**src/hw/rtl/lnig_pkg.sv**
```systemverilog
`timescale 1ns / 1ps
// ---------------------------------------------------------------------------
// lnig_pkg
// Shared types and constants of the lattice neighbour index generator.
// ---------------------------------------------------------------------------
package lnig_pkg;

  localparam int IDX_W          = 24;  // node index width
  localparam int AXIS_W         = 9;   // nodes-across register width
  localparam int PLANE_W        = 2 * AXIS_W;
  localparam int CFG_IDX_W      = 3;
  localparam int MASK_W         = 27;  // 3x3x3 offset cube, center included
  localparam int MASK_IDX_W     = 5;
  localparam int DIV_CYCLES     = IDX_W / 2;  // two quotient bits a cycle
  localparam int DIV_CNT_W      = $clog2(DIV_CYCLES);
  localparam int MAX_ACROSS_DEF = 256;

  // configuration register indexes
  typedef enum logic [CFG_IDX_W-1:0] {
    REG_NX   = 3'd0,
    REG_NY   = 3'd1,
    REG_NZ   = 3'd2,
    REG_DIMS = 3'd3,
    REG_KIND = 3'd4
  } cfg_reg_t;

  localparam logic [1:0] DIMS_3D = 2'd3;

  typedef enum logic [1:0] {
    ST_NEIGHBOUR = 2'd0,
    ST_LONE      = 2'd1,
    ST_PAST      = 2'd2
  } status_t;

  // effective lattice shape, axes already clamped
  typedef struct packed {
    logic [AXIS_W-1:0] nx;
    logic [AXIS_W-1:0] ny;
    logic [AXIS_W-1:0] nz;  // 1 in 2D
    logic              three;
    logic              von;
  } cfg_t;

  // one classified node on its way from front to back
  typedef struct packed {
    logic [IDX_W-1:0]  node;
    logic [MASK_W-1:0] mask;
    status_t           status;
  } entry_t;

endpackage

```
**src/hw/rtl/lattice_neighbour_index_generator_unit.sv**
```systemverilog
`timescale 1ns / 1ps
// ---------------------------------------------------------------------------
// lattice_neighbour_index_generator_unit
// Lists the neighbour indexes of one node of a row-major 2D or 3D lattice.
// ---------------------------------------------------------------------------
// Usage:
//   Input channel (in_valid/in_ready, node_id): one node index per
//   transfer. Output channel (out_valid/out_ready): one result per transfer,
//   neighbour_index plus status, is_last set on the final result of a node.
//   Neighbours leave in ascending index order; a node with no neighbours
//   gives one status-1 result, an index past the lattice one status-2 result.
//   Configuration: cfg_we writes cfg_data into register cfg_index
//   (0 nx, 1 ny, 2 nz, 3 dimensions, 4 neighbourhood kind); write only idle.
// Flow:
//   The front splits the index into x, y, z with a divider that retires two
//   quotient bits a cycle: first x, then y and z, then a push state that
//   also loads the next node, so a busy front starts a new node as it pushes
//   the last. The back emits one result per cycle while the receiver is
//   ready, 1 to 26 per node. An input holding register and a two-entry
//   queue let the front keep working while the back or the receiver stalls;
//   a stalled receiver holds the registered output steady and backs up to
//   in_ready.
// Reset: rst (synchronous) empties all stages and restores nx=ny=nz=1,
//   2D, Moore neighbourhood.
// ---------------------------------------------------------------------------
module lattice_neighbour_index_generator_unit #(
  parameter int MAX_ACROSS = lnig_pkg::MAX_ACROSS_DEF
) (
  input  logic                           clk,
  input  logic                           rst,
  input  logic                           cfg_we,
  input  logic [lnig_pkg::CFG_IDX_W-1:0] cfg_index,
  input  logic [lnig_pkg::AXIS_W-1:0]    cfg_data,
  input  logic                           in_valid,
  output logic                           in_ready,
  input  logic [lnig_pkg::IDX_W-1:0]     node_id,
  output logic                           out_valid,
  input  logic                           out_ready,
  output logic [lnig_pkg::IDX_W-1:0]     neighbour_index,
  output logic [1:0]                     status,
  output logic                           is_last
);

  // raw configuration registers
  logic [lnig_pkg::AXIS_W-1:0] nodes_across_x;
  logic [lnig_pkg::AXIS_W-1:0] nodes_across_y;
  logic [lnig_pkg::AXIS_W-1:0] nodes_across_z;
  logic [1:0]                  dimensions;
  logic                        neighbourhood_kind;

  lnig_pkg::cfg_t   cfg;
  logic             q_wr_valid, q_wr_ready;
  logic             q_rd_valid, q_rd_ready;
  lnig_pkg::entry_t q_wr_entry, q_rd_entry;

  // zero acts as one, anything above MAX_ACROSS as MAX_ACROSS
  function automatic logic [lnig_pkg::AXIS_W-1:0] clamp_axis(
    input logic [lnig_pkg::AXIS_W-1:0] v
  );
    logic [lnig_pkg::AXIS_W-1:0] r;
    if (v == '0) begin
      r = lnig_pkg::AXIS_W'(1);
    end else if (int'(v) > MAX_ACROSS) begin
      r = lnig_pkg::AXIS_W'(MAX_ACROSS);
    end else begin
      r = v;
    end
    return r;
  endfunction

  always_ff @(posedge clk) begin
    if (rst) begin
      nodes_across_x     <= lnig_pkg::AXIS_W'(1);
      nodes_across_y     <= lnig_pkg::AXIS_W'(1);
      nodes_across_z     <= lnig_pkg::AXIS_W'(1);
      dimensions         <= 2'd2;
      neighbourhood_kind <= 1'b0;
    end else if (cfg_we) begin
      case (cfg_index)
        lnig_pkg::REG_NX:   nodes_across_x     <= cfg_data;
        lnig_pkg::REG_NY:   nodes_across_y     <= cfg_data;
        lnig_pkg::REG_NZ:   nodes_across_z     <= cfg_data;
        lnig_pkg::REG_DIMS: dimensions         <= cfg_data[1:0];
        lnig_pkg::REG_KIND: neighbourhood_kind <= cfg_data[0];
        default: begin
        end
      endcase
    end
  end

  // effective shape; any dimension count other than 3 means 2D
  always_comb begin
    cfg.three = (dimensions == lnig_pkg::DIMS_3D);
    cfg.von   = neighbourhood_kind;
    cfg.nx    = clamp_axis(nodes_across_x);
    cfg.ny    = clamp_axis(nodes_across_y);
    cfg.nz    = cfg.three ? clamp_axis(nodes_across_z) : lnig_pkg::AXIS_W'(1);
  end

  lnig_front u_front (
    .clk        (clk),
    .rst        (rst),
    .in_valid   (in_valid),
    .in_ready   (in_ready),
    .node_id    (node_id),
    .cfg        (cfg),
    .q_valid    (q_wr_valid),
    .q_ready    (q_wr_ready),
    .q_entry    (q_wr_entry)
  );

  lnig_queue u_queue (
    .clk      (clk),
    .rst      (rst),
    .wr_valid (q_wr_valid),
    .wr_ready (q_wr_ready),
    .wr_entry (q_wr_entry),
    .rd_valid (q_rd_valid),
    .rd_ready (q_rd_ready),
    .rd_entry (q_rd_entry)
  );

  lnig_back u_back (
    .clk             (clk),
    .rst             (rst),
    .cfg             (cfg),
    .q_valid         (q_rd_valid),
    .q_ready         (q_rd_ready),
    .q_entry         (q_rd_entry),
    .out_valid       (out_valid),
    .out_ready       (out_ready),
    .neighbour_index (neighbour_index),
    .status          (status),
    .is_last         (is_last)
  );

endmodule

```
**src/hw/rtl/lnig_front.sv**
```systemverilog
`timescale 1ns / 1ps
// ---------------------------------------------------------------------------
// lnig_front
// Accepts node indexes, splits them into x, y, z with a shared radix-4
// divider and builds the mask of neighbours that lie inside the lattice.
// ---------------------------------------------------------------------------
module lnig_front (
  input  logic                  clk,
  input  logic                  rst,
  input  logic                  in_valid,
  output logic                  in_ready,
  input  logic [lnig_pkg::IDX_W-1:0] node_id,
  input  lnig_pkg::cfg_t        cfg,
  output logic                  q_valid,
  input  logic                  q_ready,
  output lnig_pkg::entry_t      q_entry
);

  typedef enum logic [1:0] {
    S_IDLE,
    S_DIV_X,
    S_DIV_Y,
    S_PUSH
  } state_t;

  state_t                            state;
  logic                              hold_valid;
  logic [lnig_pkg::IDX_W-1:0]        hold_node;
  logic [lnig_pkg::IDX_W-1:0]        node_r;
  logic [lnig_pkg::IDX_W-1:0]        dvd;   // dividend in, quotient out
  logic [lnig_pkg::AXIS_W-1:0]       rem;
  logic [lnig_pkg::AXIS_W-1:0]       x_r;
  logic [lnig_pkg::DIV_CNT_W-1:0]    cnt;

  logic [lnig_pkg::IDX_W-1:0]        dvd_next;
  logic [lnig_pkg::AXIS_W-1:0]       rem_next;
  logic [lnig_pkg::AXIS_W-1:0]       divisor;
  logic [lnig_pkg::AXIS_W:0]         part;
  logic                              ge;
  logic                              start;
  logic                              pushed;
  logic [2:0]                        okx, oky, okz;
  logic [lnig_pkg::MASK_W-1:0]       mask;
  logic                              past;

  // two restoring division steps per cycle
  always_comb begin
    divisor  = (state == S_DIV_Y) ? cfg.ny : cfg.nx;
    dvd_next = dvd;
    rem_next = rem;
    part     = '0;
    ge       = 1'b0;
    for (int i = 0; i < 2; i++) begin
      part     = {rem_next, dvd_next[lnig_pkg::IDX_W-1]};
      ge       = part >= {1'b0, divisor};
      rem_next = ge ? lnig_pkg::AXIS_W'(part - {1'b0, divisor})
                    : part[lnig_pkg::AXIS_W-1:0];
      dvd_next = {dvd_next[lnig_pkg::IDX_W-2:0], ge};
    end
  end

  // classification, valid in S_PUSH: x in x_r, y in rem, z in dvd
  always_comb begin
    int nzc;
    okx[0] = (x_r != '0);
    okx[1] = 1'b1;
    okx[2] = ({1'b0, x_r} + 1'b1) < {1'b0, cfg.nx};
    oky[0] = (rem != '0);
    oky[1] = 1'b1;
    oky[2] = ({1'b0, rem} + 1'b1) < {1'b0, cfg.ny};
    okz[0] = cfg.three && (dvd != '0);
    okz[1] = 1'b1;
    okz[2] = cfg.three &&
             (({1'b0, dvd} + 1'b1) < (lnig_pkg::IDX_W + 1)'(cfg.nz));
    past   = dvd >= lnig_pkg::IDX_W'(cfg.nz);
    mask   = '0;
    for (int dz = 0; dz < 3; dz++) begin
      for (int dy = 0; dy < 3; dy++) begin
        for (int dx = 0; dx < 3; dx++) begin
          nzc = int'(dx != 1) + int'(dy != 1) + int'(dz != 1);
          mask[dz * 9 + dy * 3 + dx] = okx[dx] && oky[dy] && okz[dz] &&
                                       (nzc != 0) && (!cfg.von || nzc == 1);
        end
      end
    end
  end

  always_comb begin
    q_entry.node = node_r;
    q_entry.mask = mask;
    if (past) begin
      q_entry.status = lnig_pkg::ST_PAST;
    end else if (mask == '0) begin
      q_entry.status = lnig_pkg::ST_LONE;
    end else begin
      q_entry.status = lnig_pkg::ST_NEIGHBOUR;
    end
  end

  assign q_valid  = (state == S_PUSH);
  assign pushed   = q_valid && q_ready;
  assign in_ready = !hold_valid;
  assign start    = hold_valid && (state == S_IDLE || pushed);

  always_ff @(posedge clk) begin
    if (rst) begin
      state      <= S_IDLE;
      hold_valid <= 1'b0;
      cnt        <= '0;
    end else begin
      if (in_valid && in_ready) begin
        hold_valid <= 1'b1;
        hold_node  <= node_id;
      end else if (start) begin
        hold_valid <= 1'b0;
      end
      case (state)
        S_IDLE, S_PUSH: begin
          if (start) begin
            state  <= S_DIV_X;
            node_r <= hold_node;
            dvd    <= hold_node;
            rem    <= '0;
            cnt    <= '0;
          end else if (pushed) begin
            state <= S_IDLE;
          end
        end
        S_DIV_X: begin
          dvd <= dvd_next;
          cnt <= cnt + 1'b1;
          if (cnt == lnig_pkg::DIV_CNT_W'(lnig_pkg::DIV_CYCLES - 1)) begin
            state <= S_DIV_Y;
            x_r   <= rem_next;
            rem   <= '0;
            cnt   <= '0;
          end else begin
            rem <= rem_next;
          end
        end
        S_DIV_Y: begin
          dvd <= dvd_next;
          rem <= rem_next;
          cnt <= cnt + 1'b1;
          if (cnt == lnig_pkg::DIV_CNT_W'(lnig_pkg::DIV_CYCLES - 1)) begin
            state <= S_PUSH;
            cnt   <= '0;
          end
        end
        default: begin
          state <= S_IDLE;
        end
      endcase
    end
  end

endmodule

```
**src/hw/rtl/lnig_queue.sv**
```systemverilog
`timescale 1ns / 1ps
// ---------------------------------------------------------------------------
// lnig_queue
// Two-entry queue between front and back.
// ---------------------------------------------------------------------------
module lnig_queue (
  input  logic             clk,
  input  logic             rst,
  input  logic             wr_valid,
  output logic             wr_ready,
  input  lnig_pkg::entry_t wr_entry,
  output logic             rd_valid,
  input  logic             rd_ready,
  output lnig_pkg::entry_t rd_entry
);

  lnig_pkg::entry_t slots [2];
  logic             wr_ptr;
  logic             rd_ptr;
  logic [1:0]       fill;
  logic             do_wr;
  logic             do_rd;

  assign wr_ready = (fill != 2'd2);
  assign rd_valid = (fill != 2'd0);
  assign rd_entry = slots[rd_ptr];
  assign do_wr    = wr_valid && wr_ready;
  assign do_rd    = rd_valid && rd_ready;

  always_ff @(posedge clk) begin
    if (rst) begin
      wr_ptr <= 1'b0;
      rd_ptr <= 1'b0;
      fill   <= 2'd0;
    end else begin
      if (do_wr) begin
        slots[wr_ptr] <= wr_entry;
        wr_ptr        <= !wr_ptr;
      end
      if (do_rd) begin
        rd_ptr <= !rd_ptr;
      end
      if (do_wr && !do_rd) begin
        fill <= fill + 2'd1;
      end else if (do_rd && !do_wr) begin
        fill <= fill - 2'd1;
      end
    end
  end

endmodule

```
**src/hw/rtl/lnig_back.sv**
```systemverilog
`timescale 1ns / 1ps
// ---------------------------------------------------------------------------
// lnig_back
// Walks the neighbour mask lowest offset first and emits one index a
// cycle through a registered output stage while the receiver is ready.
// ---------------------------------------------------------------------------
module lnig_back (
  input  logic                        clk,
  input  logic                        rst,
  input  lnig_pkg::cfg_t              cfg,
  input  logic                        q_valid,
  output logic                        q_ready,
  input  lnig_pkg::entry_t            q_entry,
  output logic                        out_valid,
  input  logic                        out_ready,
  output logic [lnig_pkg::IDX_W-1:0]  neighbour_index,
  output logic [1:0]                  status,
  output logic                        is_last
);

  logic                               cur_valid;
  lnig_pkg::entry_t                   cur;
  logic [lnig_pkg::PLANE_W-1:0]       plane;
  logic [lnig_pkg::MASK_W-1:0]        mask_next;
  logic [1:0]                         sdx, sdy, sdz;
  logic [lnig_pkg::IDX_W-1:0]         tx, ty, tz;
  logic [lnig_pkg::IDX_W-1:0]         idx;
  logic                               last;
  logic                               load;
  logic                               done;

  // lowest set offset; offsets ordered dz, dy, dx so indexes ascend
  always_comb begin
    sdx = 2'd1;
    sdy = 2'd1;
    sdz = 2'd1;
    for (int k = lnig_pkg::MASK_W - 1; k >= 0; k--) begin
      if (cur.mask[k]) begin
        sdx = 2'(k % 3);
        sdy = 2'((k / 3) % 3);
        sdz = 2'(k / 9);
      end
    end
    mask_next = cur.mask & (cur.mask - 1'b1);
  end

  // index arithmetic wraps at 24 bits; true result always fits
  always_comb begin
    tx = (sdx == 2'd0) ? '1 : lnig_pkg::IDX_W'(sdx == 2'd2);
    case (sdy)
      2'd0:    ty = lnig_pkg::IDX_W'(0) - lnig_pkg::IDX_W'(cfg.nx);
      2'd2:    ty = lnig_pkg::IDX_W'(cfg.nx);
      default: ty = '0;
    endcase
    case (sdz)
      2'd0:    tz = lnig_pkg::IDX_W'(0) - lnig_pkg::IDX_W'(plane);
      2'd2:    tz = lnig_pkg::IDX_W'(plane);
      default: tz = '0;
    endcase
    idx  = cur.node + tx + ty + tz;
    last = (cur.status != lnig_pkg::ST_NEIGHBOUR) || (mask_next == '0);
  end

  assign load    = !out_valid || out_ready;
  assign done    = cur_valid && load && last;
  assign q_ready = !cur_valid || done;

  always_ff @(posedge clk) begin
    plane <= cfg.nx * cfg.ny;
    if (rst) begin
      cur_valid <= 1'b0;
      out_valid <= 1'b0;
    end else begin
      if (q_valid && q_ready) begin
        cur_valid <= 1'b1;
        cur       <= q_entry;
      end else if (done) begin
        cur_valid <= 1'b0;
      end else if (cur_valid && load) begin
        cur.mask <= mask_next;
      end
      if (cur_valid && load) begin
        out_valid <= 1'b1;
        status    <= cur.status;
        is_last   <= last;
        neighbour_index <= (cur.status == lnig_pkg::ST_NEIGHBOUR) ? idx : '0;
      end else if (out_ready) begin
        out_valid <= 1'b0;
      end
    end
  end

endmodule

```
**config.mk**
```make
export PLATFORM = sky130hd
export DESIGN_NAME = lattice_neighbour_index_generator_unit
export DESIGN_NICKNAME = d
export VERILOG_FILES = /design/src/hw/rtl/lnig_pkg.sv /design/src/hw/rtl/lattice_neighbour_index_generator_unit.sv /design/src/hw/rtl/lnig_front.sv /design/src/hw/rtl/lnig_queue.sv /design/src/hw/rtl/lnig_back.sv
export SDC_FILE = /design/constraint.sdc
export NUM_CORES = 1
export LEC_CHECK = 0
export ABC_AREA = 1
export BUFFER_PORTS_ARGS = -buffer_cell sky130_fd_sc_hd__clkbuf_2
export CORE_ASPECT_RATIO = 1.5
export CORE_UTILIZATION = 50
export CTS_CLUSTER_SIZE = 24
export DETAILED_ROUTE_END_ITERATION = 10
export PLACE_DENSITY = 0.75
export SETUP_SLACK_MARGIN = 0.02
export SYNTH_ARGS = -nofsm -noshare
export SYNTH_HDL_FRONTEND = slang
export SYNTH_SLANG_ARGS = --single-unit
```
**constraint.sdc**
```tcl
create_clock -name clk -period 12.4 [get_ports clk]
set_input_delay 0.62 -clock clk [delete_from_list [all_inputs] [get_ports clk]]
set_output_delay 0.62 -clock clk [all_outputs]
set_load 0.02 [all_outputs]
```
* Yosys cells after proc, flatten, opt, wreduce, memory -nomap -nowiden
Memory sizes are Yosys's and may differ from the RTL's. A register that Yosys moved wholly into a read port is not among the register bits.
Index checks and enable logic that the tools add are counted.
** Storage, ports and cells
- Register bits after elaboration :: 231
- Memory bits (writable) :: 104
- Bits of input ports :: 41
- Memories kept :: 1
** Operators by class
- Add/sub/neg operators :: 14
- $mul :: 1
- Magnitude comparators :: 9
- Equality and inequality tests :: 18
- Muxes and demuxes :: 121
- Bitwise logic cells :: 2
- Reductions and logical operators :: 98
** Memory list
- u_queue.slots :: words 2, bits a word 52, rd ports 1, clocked after memory_dff 1, write ports 1, line lnig_queue.sv:17 : lnig_pkg::entry_t slots [2];
** Operators by type and width (number)
- 2-bit 2-to-1 mux :: 84
- 24-bit one-hot mux with 2 select lines :: 3
- 9-bit 2-to-1 mux :: 12
- 27-bit 2-to-1 mux :: 3
- 24-bit adder :: 3
- 27-bit zero test :: 2
- 1-bit logical AND :: 50
- 24-bit 2-to-1 mux :: 2
- 27-bit AND :: 1
- 9-bit > comparator, second input constant :: 3
- 9-bit zero test :: 3
- 9-bit one-hot mux with 3 select lines :: 1
- 27-bit by 1-bit subtractor with 27-bit output, second input constant :: 1
- 24-bit by 1-bit adder with 25-bit output, second input constant :: 1
- 25-bit by 9-bit less-than comparator with 1-bit output :: 1
- 24-bit by 9-bit greater-or-equal comparator with 1-bit output :: 1
- 24-bit nonzero test :: 1
- 9-bit by 1-bit adder with 10-bit output, second input constant :: 2
- 10-bit by 9-bit greater-or-equal comparator with 1-bit output :: 2
- 10-bit by 9-bit less-than comparator with 1-bit output :: 2
- 1-bit by 18-bit subtractor with 19-bit output, first input constant :: 1
- 9-bit by 9-bit multiplier with 18-bit output :: 1
- 2-bit AND reduction :: 9
- 9-bit nonzero test :: 2
- other kinds (26) :: 72

* Logic depth before layout (Yosys ltp)
Gate-level depths: netlist of the first run.
- Word-level depth :: 32
- Depth in mapped cells :: 35

* Cells and area by module
From an unflattened synthesis of the first run, not the netlist that was laid out.
** Second synthesis, totals
- Cell total of the unflattened synthesis :: 2449
- Area, all modules :: 22355.2 sq um
** Modules (own cells, without submodules)
- lnig_back :: times used 1, cells an instance 1200, area each 9770.6 sq um, seq. area each 2802.7 sq um
- lnig_front :: times used 1, cells an instance 835, area each 6847.8 sq um, seq. area each 2842.7 sq um
- lnig_queue :: times used 1, cells an instance 202, area each 4319.1 sq um, seq. area each 3283.1 sq um
- lattice_neighbour_index_generator_unit :: times used 1, cells an instance 212, area each 1417.6 sq um, seq. area each 600.6 sq um

* Worst setup path after synthesis of the first run
No wires, ideal clock.
- Path kind :: reg2reg
- Start :: reg u_back.cur[26] in the netlist's numbering
- End :: reg u_back.neighbour_index[21] in the netlist's numbering, data pin
- Library setup time :: 0.260 ns
- Arrival :: 4.774 ns
- Data required time :: 12.140 ns
- Path slack :: 7.367 ns
- Cell stages (with the launch flop) :: 27
- Buffers on the path :: 0
- Period minus slack after synthesis :: 5.033 ns
- Path through :: edfxtp_1 > nor2_1 > nand2_1 > a21boi_0 > nor2_1 > o21ai_0 > nand2_1 > a21oi_1 > o21ai_0 > nand2_1 > inv_1 > nand3_1 > nand2_1 > fa_1 > fa_1 > ha_1 > fa_1 > nand3_1 > nand3_1 > a21oi_1 > inv_1 > a21oi_1 > o21bai_1 > nand2_1 > nand2_1 > o21ai_0 > a21oi_1
** On the way
- Longest elaborated chain between the ends :: 30
** RTL lines
- start: declaration :: line lnig_back.sv:22 : lnig_pkg::entry_t cur;
- start signal: assignment :: line lnig_back.sv:76 : cur <= q_entry;
- 2-bit 2-to-1 mux (25 in a row) :: line lnig_back.sv:38 : if (cur.mask[k]) begin
- 2-bit equality test or 2-bit zero test (tied branches) :: line lnig_back.sv:49 : tx = (sdx == 2'd0) ? '1 : lnig_pkg::IDX_W'(sdx == 2'd2);
- 24-bit 2-to-1 mux :: line lnig_back.sv:49
- 24-bit adder (2 in a row) :: line lnig_back.sv:60 : idx = cur.node + tx + ty + tz;
- 24-bit adder (*) :: line lnig_back.sv:60
- end signal: assignment :: line lnig_back.sv:86 : neighbour_index <= (cur.status == lnig_pkg::ST_NEIGHBOUR) ? idx : '0;
- end: declaration :: line lnig_back.sv:16 : output logic [lnig_pkg::IDX_W-1:0] neighbour_index,
Mark *: on every way between the ends. The rest lies on a longest branch, timed or not.
A chain may end at the register's enable or synchronous reset.

* Worst setup path after layout of the first run
- Start :: reg nodes_across_x[7] in the netlist's numbering
- End :: reg u_back.plane[17] in the netlist's numbering
** On the way
- Longest elaborated chain between the ends :: 4
** RTL lines
- start: declaration :: line lattice_neighbour_index_generator_unit.sv:45 : logic [lnig_pkg::AXIS_W-1:0] nodes_across_x;
- start signal: assignment :: line lattice_neighbour_index_generator_unit.sv:73 : nodes_across_x <= lnig_pkg::AXIS_W'(1);
- start signal: assignment :: line lattice_neighbour_index_generator_unit.sv:80 : lnig_pkg::REG_NX: nodes_across_x <= cfg_data;
- 9-bit > comparator :: line lattice_neighbour_index_generator_unit.sv:63 : end else if (int'(v) > MAX_ACROSS) begin
- 9-bit 2-to-1 mux :: line lattice_neighbour_index_generator_unit.sv:63
- 9-bit 2-to-1 mux (*) :: line lattice_neighbour_index_generator_unit.sv:61 : if (v == '0) begin
- 9-bit by 9-bit multiplier with 18-bit output (*) :: line lnig_back.sv:69 : plane <= cfg.nx * cfg.ny;
- end signal: assignment :: line lnig_back.sv:69
- end: declaration :: line lnig_back.sv:23 : logic [lnig_pkg::PLANE_W-1:0] plane;
Marks and branches as above.

==> results.sh, run 1 <==
export IMPL_status="finished, final reports clean"
export IMPL_avgSynthCellArea_um2=9.05
export IMPL_critPathCaptureType="flop"
export IMPL_yosysWarnings=0
export IMPL_crit_type="flop to flop"
export IMPL_synth_top_area_share_pct=38.8
export IMPL_ios=70
export IMPL_drtIter0Drc=1029
export IMPL_crit_required_ns=12.87
export IMPL_syn_area_mm2=0.0212
export IMPL_first_pass_iters=5
export IMPL_dieArea_mm2=0.0432
export IMPL_grt_overflow=0
export IMPL_cts_resized=0
export IMPL_skew_ns=0.0255
export IMPL_slowest_delay_ns=0.72
export IMPL_cts_buffers=34
export IMPL_start_kind="flop"
export IMPL_synth_area_leaders="edfxtp_1 (39%), fa_1 (8.9%), nand2_1 (8.8%)"
export IMPL_place_ws_ns=6.63
export IMPL_hp_start="node_id[22]"
export IMPL_dp_hpwl_um=39800
export IMPL_io_buffers=69
export IMPL_synth_cell_types=48
export IMPL_clock_fmax_mhz=170
export IMPL_leakage_nw=10.3
export IMPL_nNetsFinal=2683
export IMPL_final_area_mm2=0.0234
export IMPL_antenna_found_initial=0
export IMPL_vdd_drop_max_mv=0.159
export IMPL_die_width_um=170
export IMPL_syn_to_final_growth_pct=10.4
export IMPL_drive_above_1_share_pct=8.22
export IMPL_ff_latch_area_mm2=0.00947
export IMPL_cp_common_cell="inv_1"
export IMPL_htree_levels=2
export IMPL_clk_latency_ns=0.55
export IMPL_synth_edf_count=274
export IMPL_post_cts_buffers=0
export IMPL_yosysMostFrequentCell="nand2_1"
export IMPL_synthesis_nets=2605
export IMPL_synthCells=2342
export IMPL_num_antenna_cells=0
export IMPL_tightest_slew_ns=1.24
export IMPL_synth_seq_cells=336
export IMPL_num_vias=15900
export IMPL_drcViolationCount=0
export IMPL_post_route_period_util_pct=47.4
export IMPL_cts_path_max_buffers=3
export IMPL_cts_sinks=336
export IMPL_crit_chain="inv_1, nand4_1, o21ai_1, inv_1, nor2_1, inv_1, nor2_1, fa_1, fa_1, fa_1, fa_1, ha_1, nand2_1, inv_1, nand4_1, o211ai_1, inv_1, o21ai_0, inv_1, o21ai_0, xor2_1"
export IMPL_hold_slack_ns=0.240
export IMPL_crit_fanout=11
export IMPL_placed_cells=2948
export IMPL_core_area_mm2=0.0419
export IMPL_grt_max_degree=55
export IMPL_rsz0062_at_grt="no"
export IMPL_setup_slack_ns=6.52
export IMPL_synth_main_ff_cell="edfxtp_1"
export IMPL_worst_path_max_delay_cell="nor2_1"
export IMPL_critPathBufInv=6
export IMPL_crit_family="adder cells"
export IMPL_wl_um=50300
export IMPL_cts_root_buf="clkbuf_16"
export IMPL_gp_congestion=0.975
export IMPL_synthTopCellsByCount="nand2_1 (494), inv_1 (393), edfxtp_1 (274)"
export IMPL_finalHoldViolCount=0
export IMPL_fp_dieH_um=254
export IMPL_start_util_pct=50.6
export IMPL_final_antenna_net_count=0
export IMPL_fill_cells=3752
export IMPL_cp_data_arrival_time_ns=6.35
export IMPL_via_per_inst=5.28
export IMPL_grt_pass1_wl_um=80700
export IMPL_setup_tns_ns=0
export IMPL_yosysSeqAreaShare_pct=44.7
export IMPL_fin_cells=3010
export IMPL_grt_pass1_vias=16200
export IMPL_num_rows=92
export IMPL_multi_input_area_mm2=0.0100
export IMPL_grtUsageTotal_pct=24.0
export IMPL_cts_tree="yes"
export IMPL_slew_violations=0
export IMPL_yosysTopAreaCell="edfxtp_1"
export IMPL_timing_final_crit_period_ns=5.88
export IMPL_finalSetupViolations=0
export IMPL_synth_async_sr_flop_share_pct=0
export IMPL_maxCapViolCount=0
export IMPL_hold_buffers=0
export IMPL_rr_startpoint="nodes_across_x[7]$_SDFFE_PP0P_"
export IMPL_power_density_mw_per_mm2=254
export IMPL_crit_start="nodes_across_x[7]$_SDFFE_PP0P_"
export IMPL_wl_per_cell_um=16.7
export IMPL_clk_pin_slew_ns=0.07
export IMPL_post_dp_cell_area_mm2=0.0222
export IMPL_maxSlewHeadroom_pct=17.0
export IMPL_min_path_type="input port to flop"
area by class of cell:
class | count | share of cell area (%)
clock buffer | 37 | 3.73
clock inverter | 25 | 1.43
inverter | 403 | 6.47
multi-input combinational | 1563 | 42.9
sequential | 336 | 40.5
tap | 564 | 3.02
timing repair buffer | 82 | 1.89
metal layers:
layer,up-vias,part of all wire [%],track usage (%)
li1,7827,-,-
met3,156,4.8,3.15
met5,-,0,0
met4,0,5.0,12.5
met1,7414,38,26.5
met2,503,53,44.6
final timing paths:
| path | end | slack (ns) | cells past startpoint |
|---|---|---|---|
| hold / removal | u_front.hold_node[22]$_DFFE_PP_ | 0.24 | 1 |
| hold reg to reg | u_queue.slots[0][28]$_DFFE_PP_ | 0.45 | 0 |
| setup / recovery | u_back.plane[17]$_DFF_P_ | 6.52 | 21 |
| setup reg to reg | u_back.plane[17]$_DFF_P_ | 6.52 | 21 |
flip-flops by register name (all words and copies together), names as in the netlist, named ones only:
name                    flops
u_back.status               2
dimensions                  2
u_front.dvd                24
u_front.hold_node          24
u_queue.slots             104
u_back.cur_valid            1
u_back.cur                 53
u_queue.fill                2
u_queue.rd_ptr              1
u_back.neighbour_index     24
nodes_across_z              9
u_front.node_r             24
neighbourhood_kind          1
u_front.hold_valid          1
u_front.state               2
u_front.rem                 9
u_back.plane               18
u_front.x_r                 9
u_back.out_valid            1
nodes_across_x              9
u_front.cnt                 4
u_back.is_last              1
u_queue.wr_ptr              1
nodes_across_y              9
placed cells by master, fill, tap and decap left out, types with 5 or more instances in the layout:
master,n
nand2_1,494
inv_1,393
edfxtp_1,274
nor2_1,225
o21ai_0,144
ha_1,128
a21oi_1,127
fa_1,94
nand3_1,73
clkbuf_2,69
dfxtp_1,61
xor2_1,42
clkbuf_16,34
nor3_1,32
nand4_1,31
mux2i_1,28
o21ai_2,25
xnor2_1,15
nor2_2,14
buf_4,13
nor4_1,10
o21ai_1,9
clkinv_1,9
a31oi_1,8
o21bai_1,8
nor2_4,5
nor3_2,5
a211oi_1,5
and2_1,5
bufinv_16,5
per-stage QoR:
stage	util, %	total power (W)
finish	55.8	0.00594
global placement	52.9	0.00477
floorplan	-	0.00411
global route	55.8	0.00650
detailed placement	52.9	0.00485
CTS	55.8	0.00596
logic make-up (layout without fill, tap and decap cells):
| family | after synthesis | after routing | synth area share (%) |
|---|---|---|---|
| and+or+nand+nor | 903 | 903 | 17.8 |
| buffers and inverters | 443 | 547 | 8.05 |
| AOI/OAI and AO/OA | 353 | 353 | 9.31 |
| DFF | 336 | 336 | 44.7 |
| adders and majority gates | 222 | 222 | 16.4 |
| xor gates and xnor gates | 57 | 57 | 2.36 |
| muxes | 28 | 28 | 1.32 |
power by group:
group | internal [W] | switching (W)
Combinational | 0.00110 | 0.00207
Sequential | 0.00152 | 0.000149
Clock | 0.000631 | 0.000465
Note: power is estimated with default switching activity, not from simulation.
==> run 2, diff against run 1 <==
Clock period 12.4 ns to 5.8 ns, I/O delays scaled along.
==> results.sh, run 2 (same netlist as run 1, synthesis figures left out) <==
export IMPL_met3_usage_pct=2.38
export IMPL_seqPwrFrac_pct=27.9
export IMPL_cts_buffers=34
export IMPL_cell_internal_pwr_w=0.00691
export IMPL_post_route_util_pct=56.6
export IMPL_clkPwrFrac_pct=16.9
export IMPL_post_route_period_util_pct=93.3
export IMPL_maxSlewHeadroom_pct=18.2
export IMPL_crit_required_ns=6.18
export IMPL_syn_to_final_growth_pct=11.9
export IMPL_final_area_mm2=0.0237
export IMPL_final_common_cell="nand2_1"
export IMPL_power_density_mw_per_mm2=539
export IMPL_grtUsageTotal_pct=25.1
export IMPL_start_kind="flop"
export IMPL_grt_pass1_vias=16600
export IMPL_nNetsFinal=2731
export IMPL_first_pass_iters=5
export IMPL_finalSetupViolations=0
export IMPL_drcViolationCount=0
export IMPL_clock_fmax_mhz=185
export IMPL_status="finished, final reports clean"
export IMPL_crit_type="flop to flop"
export IMPL_top_regs="u_queue.slots (104), u_back.cur (53)"
export IMPL_fin_total_pwr_w=0.0128
export IMPL_cts_path_max_buffers=3
export IMPL_grt_overflow=0
export IMPL_post_dp_cell_area_mm2=0.0224
export IMPL_place_ws_ns=0.189
export IMPL_wl_per_cell_um=17.3
export IMPL_switching_share_pct=46.0
export IMPL_antenna_found_initial=0
export IMPL_most_common_layout_cells="nand2_1 (493), inv_1 (393), edfxtp_1 (274)"
export IMPL_maxCapViolCount=0
export IMPL_wl_um=52900
export IMPL_min_path_type="input port to flop"
export IMPL_start_util_pct=50.6
export IMPL_cts_tree="yes"
export IMPL_setup_tns_ns=0
export IMPL_clk_pin_slew_ns=0.06
export IMPL_rsz0062_at_grt="no"
export IMPL_dieArea_mm2=0.0432
export IMPL_dp_hpwl_um=41600
export IMPL_setup_slack_ns=0.386
export IMPL_cp_data_arrival_time_ns=5.80
export IMPL_drtIter0Drc=1004
export IMPL_core_area_mm2=0.0419
export IMPL_htree_levels=2
export IMPL_grt_use_met2_pct=47.8
export IMPL_clk_latency_ns=0.55
export IMPL_drive_above_1_share_pct=8.99
export IMPL_critPathCaptureType="flop"
export IMPL_pwr_share_comb_pct=55.2
export IMPL_finalHoldViolCount=0
export IMPL_ios=70
export IMPL_fp_dieH_um=254
export IMPL_timing_final_crit_period_ns=5.41
export IMPL_crit_fanout=5
export IMPL_num_vias=16300
export IMPL_num_antenna_cells=0
export IMPL_die_width_um=170
export IMPL_slew_violations=0
export IMPL_tightest_slew_ns=1.22
export IMPL_gp_congestion=0.976
export IMPL_largest_register_ffs=104
export IMPL_p_sw_w=0.00588
export IMPL_io_buffers=69
export IMPL_vdd_drop_max_mv=0.437
export IMPL_skew_ns=0.0240
export IMPL_grt_pass1_wl_um=83600
export IMPL_cts_root_buf="clkbuf_16"
export IMPL_leakage_nw=10.4
export IMPL_busiest_layer="met2"
export IMPL_cts_sinks=336
export IMPL_via_per_inst=5.34
export IMPL_regMostFlops="u_queue.slots"
export IMPL_grt_max_degree=55
export IMPL_use_met1_pct=27.0
export IMPL_final_antenna_net_count=0
export IMPL_num_rows=92
==> run 2: final timing paths <==
kind / from / end / slack (ns) / cells after the start
setup / recovery: u_back.cur[20]$_DFFE_PP_ / u_back.neighbour_index[17]$_SDFFCE_PN0P_ / 0.39 / 23
hold / removal: out_ready / u_back.out_valid$_SDFFE_PP0P_ / 0.05 / 4
setup reg to reg: u_back.cur[20]$_DFFE_PP_ / u_back.neighbour_index[17]$_SDFFCE_PN0P_ / 0.39 / 23
hold reg to reg: u_front.node_r[19]$_DFFE_PP_ / u_queue.slots[0][47]$_DFFE_PP_ / 0.44 / 0
==> run 2: power groups by stage <==
stage	Combinational [W]	Clock [W]	Sequential, W
after floorplan	0.00522	0	0.00356
after global placement	0.00670	0	0.00360
after detailed placement	0.00691	0	0.00361
after CTS	0.00700	0.00220	0.00356
after global routing	0.00804	0.00229	0.00361
final	0.00706	0.00216	0.00357
==> run 2: layout make-up <==
| cell class | instances | area [µm²] |
|---|---|---|
| clock buffer | 45 | 943 |
| clock inverter | 16 | 161 |
| fill | 3680 | 18200 |
| inverter | 403 | 1510 |
| multi-input combinational | 1563 | 10100 |
| sequential | 336 | 9470 |
| tap | 564 | 706 |
| timing repair buffer | 130 | 863 |
==> run 2: through the flow <==
step           hold slack, ns  cells
2_1_floorplan           0.389   2342
3_3_place_gp            0.423   2972
3_5_place_dp            0.433   2972
4_1_cts                0.0336   3057
5_1_grt                0.0583   3057
6_report               0.0488   3057
==> run 2: per-layer routing <==
layer  wire (µm)  up-vias
li1            -     7924
met1       19700     7727
met2       28300      503
met3        2140      156
met4        2820        0
met5           0        -
==> run 2: timing repair <==
item                                    in CTS  in global routing
endpoints found under the setup margin       0                  7
hold buffers                                24                  0
hold endpoints to repair                    24                  0
gates resized for setup                      0                  7
buffers inserted                             0                  0
==> run 2: worst max-delay path, stage by stage (launching register included) <==
cell,delay [ns]
edfxtp_1,0.43
nor2_1,0.22
nand2_1,0.16
o31ai_1,0.39
nand3_1,0.15
nand3_1,0.10
nand2_1,0.18
nand2_1,0.17
inv_1,0.13
nand2_1,0.07
o21ai_0,0.15
fa_1,0.56
fa_1,0.43
ha_1,0.25
fa_1,0.43
nand3_1,0.10
nand3_1,0.13
a21oi_2,0.25
inv_1,0.11
a31oi_1,0.23
o21bai_1,0.14
a21oi_1,0.19
o21ai_0,0.10
a21oi_1,0.17
==> run 3, diff against run 2 <==
Settings changed: SYNTH_HIERARCHICAL from default to 1.
==> results.sh, run 3 <==
export IMPL_via_per_inst=5.24
export IMPL_grt_pass1_wl_um=82700
export IMPL_wl_um=51300
export IMPL_crit_start="nodes_across_y[0]$_SDFFE_PP1P_"
export IMPL_reg2regPathDepth=24
export IMPL_drcViolationCount=0
export IMPL_top_regs="u_queue/slots (106), u_back/cur (53)"
export IMPL_grt_pass1_vias=16900
export IMPL_grt_overflow=0
export IMPL_crit_type="flop to flop"
export IMPL_synthTopCellsByCount="nand2_1 (529), inv_1 (435), edfxtp_1 (276)"
export IMPL_nNetsFinal=2828
export IMPL_num_rows=94
export IMPL_crit_family="adder cells"
export IMPL_timing_final_crit_period_ns=5.44
export IMPL_maxSlewHeadroom_pct=22.8
export IMPL_final_common_cell="nand2_1"
export IMPL_tightest_slew_ns=1.15
export IMPL_grtUsageTotal_pct=22.8
export IMPL_synthCells=2449
export IMPL_fill_cells=3788
export IMPL_critPathBufInv=3
export IMPL_yosysTopAreaCell="edfxtp_1"
export IMPL_reg2reg_slack_ns=0.36
export IMPL_clk_latency_ns=0.53
export IMPL_finalSetupViolations=0
export IMPL_wl_per_cell_um=16.2
export IMPL_cp_data_arrival_time_ns=5.89
export IMPL_avgSynthCellArea_um2=9.13
export IMPL_io_buffers=69
export IMPL_synthesis_nets=2714
export IMPL_crit_chain="nor2_1, nand3_1, o21ai_0, inv_1, nor2_1, buf_4, nand2_1, inv_1, fa_1, fa_1, fa_1, fa_1, ha_1, a21oi_1, o21ai_0, a21o_1, nand2_1, nand2_1, a21oi_1, o21ai_0, a21oi_1, nor2_1, nor2_1, xor2_1"
export IMPL_syn_area_mm2=0.0224
export IMPL_cts_root_buf="clkbuf_16"
export IMPL_skew_ns=0.0208
export IMPL_synth_cell_types=62
export IMPL_cts_buffers=34
export IMPL_status="finished, final reports clean"
export IMPL_synth_top_area_share_pct=37.1
export IMPL_fp_dieH_um=261
export IMPL_leakage_nw=11.3
export IMPL_fin_cells=3164
export IMPL_min_path_type="input port to flop"
export IMPL_holdPathEnd="nodes_across_y[0]$_SDFFE_PP1P_"
export IMPL_clk_pin_slew_ns=0.06
export IMPL_yosysMostFrequentCell="nand2_1"
export IMPL_core_area_mm2=0.0440
export IMPL_fin_total_pwr_w=0.0136
export IMPL_dieArea_mm2=0.0456
export IMPL_worstHoldPathCells=3
export IMPL_crit_required_ns=6.24
export IMPL_htree_levels=2
export IMPL_largest_register_ffs=106
export IMPL_slowest_delay_ns=0.51
export IMPL_die_width_um=175
export IMPL_num_antenna_cells=0
export IMPL_dp_hpwl_um=39500
export IMPL_drive_above_1_share_pct=12.4
export IMPL_rsz0062_at_grt="yes"
export IMPL_maxCapViolCount=0
export IMPL_r2r_end="u_back/plane[17]$_DFF_P_"
export IMPL_post_route_period_util_pct=93.9
export IMPL_regMostFlops="u_queue/slots"
export IMPL_first_pass_iters=6
export IMPL_ios=70
export IMPL_crit_fanout=7
export IMPL_cts_tree="yes"
export IMPL_start_kind="flop"
export IMPL_synth_edf_count=276
export IMPL_vdd_drop_max_mv=0.452
export IMPL_gp_congestion=0.954
export IMPL_cts_sinks=338
export IMPL_hp_start="cfg_data[0]"
export IMPL_syn_to_final_growth_pct=11.0
export IMPL_worst_path_max_delay_cell="fa_1"
export IMPL_synth_area_leaders="edfxtp_1 (37%), nand2_1 (8.9%), fa_1 (8.8%)"
export IMPL_synth_seq_cells=338
export IMPL_cts_path_max_buffers=3
export IMPL_finalHoldViolCount=0
export IMPL_num_vias=16600
export IMPL_setup_slack_ns=0.356
export IMPL_critPathCaptureType="flop"
export IMPL_grt_max_degree=54
export IMPL_yosysWarnings=6
export IMPL_synth_async_sr_flop_share_pct=0
export IMPL_synth_main_ff_cell="edfxtp_1"
export IMPL_antenna_found_initial=0
export IMPL_place_ws_ns=0.152
export IMPL_rr_startpoint="nodes_across_y[0]$_SDFFE_PP1P_"
export IMPL_yosysSeqAreaShare_pct=42.6
export IMPL_power_density_mw_per_mm2=547
export IMPL_drtIter0Drc=1044
export IMPL_start_util_pct=50.8
export IMPL_placed_cells=3076
export IMPL_clock_fmax_mhz=184
export IMPL_most_common_layout_cells="nand2_1 (527), inv_1 (434), edfxtp_1 (276)"
export IMPL_slew_violations=0
export IMPL_final_antenna_net_count=0
==> run 3: changes by cell type in the layout (fill, tap and decap cells not counted), sizes merged, moves of 10 or more <==
cell,previous run,this run
o21ai,178,137
inv,399,451
nor2,244,226
a21oi,129,116
mux2,0,54
mux2i,28,0
nand3,74,108
nand2,498,548
clkinv,16,6
==> run 3: cell type report <==
cell class / count / area, µm² / area share, %
clock buffers: 46 / 988 / 3.98
clock inverters: 15 / 164 / 0.660
inverters: 447 / 1690 / 6.80
multi-input cells: 1612 / 10900 / 43.8
flip-flops and latches: 338 / 9530 / 38.4
well taps: 576 / 721 / 2.90
repair buffers: 130 / 870 / 3.50
==> run 3: per-stage QoR <==
step,hold slack (ns),TNS (ns),area (µm²),util (%)
finish,0.0416,0,24800,56.4
CTS,0.0183,0,24800,56.3
global placement,0.425,0,23400,53.1
detailed placement,0.430,0,23400,53.1
floorplan,0.359,0,22400,-
global route,0.0361,-0.0878,24800,56.4
==> run 3: timing repair <==
action,CTS,global route
hold buffers,25,0
resized for setup,0,17
setup buffers,0,2
setup endpoints to repair,0,25
endpoints found under the hold margin,25,0
==> run 3: report_power, final <==
group | internal, W | switching (W) | total [W]
sequential | 0.00325 | 0.000306 | 0.00356
combinational | 0.00280 | 0.00498 | 0.00777
clock | 0.00131 | 0.000939 | 0.00225
==> run 3: how the worst max path moves through the flow <==
stage	cells past startpoint	end	slack (ns)
after global routing	24	u_back/plane[17]$_DFF_P_	-0.04
after CTS	26	u_back/neighbour_index[23]$_SDFFCE_PN0P_	0.1
final	24	u_back/plane[17]$_DFF_P_	0.36
after detailed placement	26	u_back/neighbour_index[23]$_SDFFCE_PN0P_	0.15
after floorplan	36	u_back/neighbour_index[21]$_SDFFCE_PN0P_	0.59
after global placement	26	u_back/neighbour_index[23]$_SDFFCE_PN0P_	0.31
==> run 3: cells by family after synthesis <==
family          share of synthesized area [%]
simple gates                             19.5
buf+inv                                  9.13
other cells                            0.0168
xor+xnor                                 2.08
compound gates                           7.27
flops                                    42.6
fa+ha+maj                                15.8
mux                                      3.56
==> run 3: routing by layer <==
layer / track usage, % / wire, µm / share of wire [%] / vias up
met5: 0 / 0 / 0 / -
met4: 12.8 / 2900 / 5.7 / 0
met2: 42.0 / 26000 / 51 / 462
met1: 25.5 / 20200 / 39 / 7812
li1: - / - / - / 8179
met3: 2.54 / 2190 / 4.3 / 132
==> run 3: worst register-to-register path: cells and delay by family (launching register included) <==
kind	cells	cell delay [ns]
DFF	1	0.33
adders and majority gates	5	2.22
xor gates and xnor gates	1	0.19
buffers and inverters	3	0.51
AOI/OAI and AO/OA	7	1.18
and+or+nand+nor	8	0.92
